**src/tme_pkg.sv**
```systemverilog
// package for the tape machine execute unit
// holds sizes, command codes and the transaction structs; no dependencies
`timescale 1ns / 1ps
`default_nettype none

package tme_pkg;

  localparam int TAPE_DEPTH = 32768;
  localparam int PTR_W      = $clog2(TAPE_DEPTH);

  localparam int CMD_W  = 4;
  localparam int CNT_W  = 16;
  localparam int IDX_W  = 12;
  localparam int NEXT_W = IDX_W + 1;
  localparam int BYTE_W = 8;

  localparam int FIFO_DEPTH = 4;
  localparam int FIFO_AW    = $clog2(FIFO_DEPTH);

  localparam logic [CMD_W-1:0] CMD_LEFT     = 4'd0;
  localparam logic [CMD_W-1:0] CMD_RIGHT    = 4'd1;
  localparam logic [CMD_W-1:0] CMD_ADD      = 4'd2;
  localparam logic [CMD_W-1:0] CMD_SUBTRACT = 4'd3;
  localparam logic [CMD_W-1:0] CMD_INPUT    = 4'd4;
  localparam logic [CMD_W-1:0] CMD_OUTPUT   = 4'd5;
  localparam logic [CMD_W-1:0] CMD_OPEN     = 4'd6;
  localparam logic [CMD_W-1:0] CMD_CLOSE    = 4'd7;
  localparam logic [CMD_W-1:0] CMD_CLEAR    = 4'd8;

  typedef struct packed {
    logic [CMD_W-1:0]  command;
    logic [CNT_W-1:0]  count;
    logic [IDX_W-1:0]  op_index;
    logic [IDX_W-1:0]  jump_target;
    logic [BYTE_W-1:0] in_byte;
  } in_item_t;

  typedef struct packed {
    logic [BYTE_W-1:0] out_byte;
    logic              out_valid;
    logic [NEXT_W-1:0] next_index;
  } out_item_t;

endpackage

`default_nettype wire

```
**src/tme_result_fifo.sv**
```systemverilog
// small result queue that parts the execute stage from the output handshake
// depends on tme_pkg for out_item_t and the queue depth
`timescale 1ns / 1ps
`default_nettype none

module tme_result_fifo (
  input  wire logic              clk,
  input  wire logic              rst,
  input  wire logic              push,
  input  wire tme_pkg::out_item_t push_item,
  output logic [tme_pkg::FIFO_AW:0] level,
  output logic                   head_valid,
  input  wire logic              head_stall,
  output tme_pkg::out_item_t     head
);
  import tme_pkg::*;

  out_item_t          slots [FIFO_DEPTH];
  logic [FIFO_AW-1:0] wr_ptr;
  logic [FIFO_AW-1:0] rd_ptr;
  logic               pop;

  assign head_valid = (level != '0);
  assign head       = slots[rd_ptr];
  assign pop        = head_valid & ~head_stall;

  always_ff @(posedge clk) begin
    if (rst) begin
      wr_ptr <= '0;
      rd_ptr <= '0;
      level  <= '0;
    end else begin
      if (push) begin
        wr_ptr <= wr_ptr + FIFO_AW'(1);
      end
      if (pop) begin
        rd_ptr <= rd_ptr + FIFO_AW'(1);
      end
      unique case ({push, pop})
        2'b10:   level <= level + (FIFO_AW + 1)'(1);
        2'b01:   level <= level - (FIFO_AW + 1)'(1);
        default: level <= level;
      endcase
    end
  end

  always_ff @(posedge clk) begin
    if (push) begin
      slots[wr_ptr] <= push_item;
    end
  end

endmodule

`default_nettype wire

```
**config.mk**
```make
export PLATFORM = sky130hd
export DESIGN_NAME = tme_result_fifo
export DESIGN_NICKNAME = d
export VERILOG_FILES = /design/src/tme_pkg.sv /design/src/tme_result_fifo.sv
export SDC_FILE = /design/constraint.sdc
export NUM_CORES = 1
export LEC_CHECK = 0
export ABC_AREA = 0
export BUFFER_PORTS_ARGS = -buffer_cell sky130_fd_sc_hd__buf_2
export CAP_MARGIN = 10
export CORE_ASPECT_RATIO = 1.4
export CORE_MARGIN = 5
export CORE_UTILIZATION = 56
export DETAILED_ROUTE_END_ITERATION = 8
export PLACE_DENSITY = 0.79
export RECOVER_POWER = 100
export SLEW_MARGIN = 20
export SYNTH_ARGS = -nofsm -noshare
export SYNTH_HDL_FRONTEND = slang
export SYNTH_SLANG_ARGS = --single-unit
```
**constraint.sdc**
```tcl
create_clock -name clk -period 2.7 [get_ports clk]
set_clock_uncertainty 0.15 [all_clocks]
set_input_delay 0.675 -clock clk [delete_from_list [all_inputs] [get_ports clk]]
set_output_delay 0.675 -clock clk [all_outputs]
set_load 0.02 [all_outputs]
```
# == Word level (Yosys, flattened, before mapping) ==
# Memories as Yosys holds them, arrays and structs flattened. A register that Yosys moved wholly into a read port is not among the register bits.
# Index checks and enable logic that the tools add are counted.
# W data, S select, Z words.
# word_totals
ff_bits,7
ramBits,88
in_bits,26
word_cells,19
mem_count,1
# classes
add_sub_neg,4
eq_ne,2
muxes,5
bitwise,2
n_reduce_logical,2
# memory_table
memory,words,width,read_ports,rd_ports_with_merged_regs,write_ports,line,source
slots,4,22,1,1,1,tme_result_fifo.sv:18,out_item_t slots [FIFO_DEPTH];
# ops
cell,n
$pmux W3 S2,1
$add A2 B1 Y2 const B,2
$mux W2,2
$add A3 B1 Y3 const B,1
$reduce_bool A3 Y1,1
$sub A3 B1 Y3 const B,1
$eq A2 B1 Y1 const B,1
$eq A2 B2 Y1 const B,1
$mux W1,2
$reduce_bool A2 Y1,1
$and A1 B1 Y1,1
$not A1 Y1,1

# == Longest topological paths before layout ==
# logic_depth
ltp_word,4
mapped_depth,8
ltp_nobuf,8

# == Worst setup path before layout ==
# Ideal clock, no wire load.
# synth_timing
path_kind,input to register
start,in head_stall
end,reg level[2] (netlist name)
setup_ps,70
t_arrival_ps,1912
required_ps,2480
setup_slack_ps,568
cell_stages,7
path_cell_list,nor2_1 > ha_1 > inv_1 > fa_1 > xor2_1 > or3_1 > a21oi_1
# synth_between
elab_chain_len,4
# synth_lines
element,line,source
"start, declared",tme_result_fifo.sv:13,"input wire logic head_stall,"
$not A1 Y1 (*),tme_result_fifo.sv:25,assign pop = head_valid & ~head_stall;
$and A1 B1 Y1 (*),tme_result_fifo.sv:25,
$eq A2 B1 Y1 or $eq A2 B2 Y1 (tied branches),tme_result_fifo.sv:39,"unique case ({push, pop})"
$pmux W3 S2 or $reduce_bool A2 Y1 (tied branches),n/a,
"end signal, assigned",tme_result_fifo.sv:40,2'b10: level <= level + (FIFO_AW + 1)'(1);
"end signal, assigned",tme_result_fifo.sv:41,2'b01: level <= level - (FIFO_AW + 1)'(1);
"end signal, assigned",tme_result_fifo.sv:42,default: level <= level;
"end, declared",tme_result_fifo.sv:11,"output logic [tme_pkg::FIFO_AW:0] level,"
# Every way passes the cells marked *; elsewhere a longest branch is shown, timed or not.
# A chain may end at the register's enable or synchronous reset.

==> results.json <==
{
  "setup_viol_count_final": 0,
  "grt_pass1_vias": 1825,
  "worst_skew_pair.late_latency_ns": 0.35,
  "drt_pass1_iterations": 4,
  "start_util_pct": 58.14,
  "grt_max_degree": 23,
  "avgSynthCellArea_um2": 22.17,
  "htreeDepth": 3,
  "wire_per_inst_um": 18.86,
  "routed_wl_um": 5751,
  "synth_seq_cells": 97,
  "critPathLaunchType": "flip-flop",
  "drv_slew": 0,
  "power_leakage_nw": 1.359,
  "antenna_found_initial": 0,
  "hold_violations": 0,
  "core_area_um2": 6254,
  "drive_gt1_share_pct": 27.04,
  "netlist_area_um2": 3636,
  "period_minus_slack_ns": 2.563,
  "ys_warn_count": 0,
  "worstSetupPathType": "flip-flop to output pin",
  "status": "completed",
  "cts_hold_buf": 0,
  "rows": 34,
  "end_kind": "output pin",
  "num_vias": 1681,
  "maxSlewHeadroom_pct": 7.294,
  "max_freq_ghz": 0.3901,
  "die_h_um": 105.3,
  "port_buffers": 51,
  "cts_tree": "built",
  "syn2layout_area_growth_pct": 13.25,
  "drv_cap": 0,
  "ir_drop_v": 0.0007375,
  "die_area_um2": 8227,
  "drt-vias-per-instance": 5.511,
  "rsz0062_at_grt": "no",
  "final_area_um2": 4118,
  "die_w_um": 78.10,
  "worst_slew_pin_slew_ns": 1.391,
  "drtIter0Drc": 98,
  "overflow": 0,
  "fin_setup_tns_ns": 0,
  "final_cell_mix": "88 x edfxtp_1, 31 x clkbuf_1, 20 x mux4_2",
  "pwr_density_cell_nw_per_um2": 828.3,
  "cts_root_buf": "clkbuf_8",
  "diodes": 0,
  "synthDistinctLibCells": 22,
  "cp_data_required_time_ns": 1.88,
  "arrival_ns": 1.74,
  "hold_class": "flip-flop to flip-flop",
  "place_congestion": 0.6726,
  "cts_buffers": 9,
  "grt_pass1_wl_um": 9397,
  "dpl_cell_area_um2": 3999,
  "ios": 52,
  "syn_inst": 164,
  "cp_max_fo": 22,
  "clock-sinks": 97,
  "dp_hpwl_um": 3834,
  "max-clock-path-buffers": 2,
  "nNetsFinal": 260,
  "grt_use_total_pct": 15.23,
  "drc": 0,
  "syn-num-nets": 196,
  "ant_nets": 0,
  "ys_seq_area_share_pct": 77.63,
  "hp-start": "level[2]",
  "finalCritPeriodShare_pct": 94.94,
  "timing.rr.start": "wr_ptr[0]",
  "mostFrequentLayoutCell": "edfxtp_1",
  "clkSlewWorstSetupHoldPaths_ns": 0.08
}
[state kept, by name (all words and copies together) (netlist names), named ones only]
signal  count
level       3
rd_ptr      2
slots      88
wr_ptr      2
[layer usage]
metal / global-route usage (%) / part of all wire (%)
met5: 0 / 0
met4: 5.797 / 1.3
met2: 26.84 / 56
met3: 3.669 / 4.5
met1: 17.76 / 38
[power by group]
| group | internal (mW) | switching (mW) | total, mW |
|---|---|---|---|
| logic | 0.338 | 0.458 | 0.796 |
| registers | 1.74 | 0.0623 | 1.81 |
| clock network | 0.336 | 0.472 | 0.808 |
[what timing repair did]
item | in CTS | in global routing
gates resized for setup | 1 | 0
endpoints found under the setup margin | 1 | 0
buffers inserted | 0 | 0
hold endpoints to repair | 0 | 0
[logic make-up after synthesis]
kind of cell             after synthesis  share of synthesized area [%]
flip-flops                            97                          77.63
buffers and inverters                 12                          1.721
multiplexers                          24                          14.42
XOR/XNOR                               3                         0.7228
adder cells (fa/ha/maj)                6                          2.271
AO/OA/AOI/OAI                          6                         0.8259
AND/OR/NAND/NOR                       16                          2.409
[path summary, 6_finish.rpt]
kind                   to  slack, ns  cells after the start
max reg2reg  slots[1][14]       0.47                      3
min reg2reg      level[2]       0.37                      2
min              level[2]       0.37                      2
max              head[16]       0.14                      3
[synthesized netlist by cell type]
library cell	n	share of area, %
ha_1	5	1.7
edfxtp_1	88	73
nor2b_1	1	0.17
clkbuf_1	1	0.10
a21oi_1	4	0.55
xnor2_1	1	0.24
o21ai_0	2	0.28
buf_2	2	0.28
mux2_2	1	0.31
dfxtp_1	9	5.0
nor3_2	1	0.28
buf_6	2	0.62
mux2i_1	1	0.28
fa_1	1	0.55
nor3b_1	1	0.21
mux4_1	2	1.4
and2_1	4	0.69
nor2_1	7	0.72
inv_1	7	0.72
or3_1	2	0.34
mux4_2	20	12
xor2_1	2	0.48
[stage by stage]
step                      utilization [%]  hold WS, ns  cells  total power, mW  setup slack, ns
after global placement              63.95       0.3515    289            2.655           0.3973
after global routing                65.85       0.4065    305            3.591          0.02958
final                               65.85       0.3653    305            3.411           0.1366
after CTS                           66.73       0.3646    305            3.477          0.09270
after floorplan                         -       0.3384    164            2.424           0.5679
after detailed placement            63.95       0.3615    289            2.674           0.3461
[worst max-delay path, stage by stage, from the launching register on]
cell,delay [ns]
dfxtp_1,0.31
buf_2,0.46
mux4_1,0.43
clkbuf_2,0.19
[area by class of cell]
type	count	area (um2)
well taps	72	90.09
clock inverters	6	43.79
clock buffers	10	127.6
multi-input cells	55	745.7
inverters	7	26.28
fillers	425	2136
flip-flops and latches	97	2826
repair buffers	58	257.7
(Power assumes the default switching activity.)
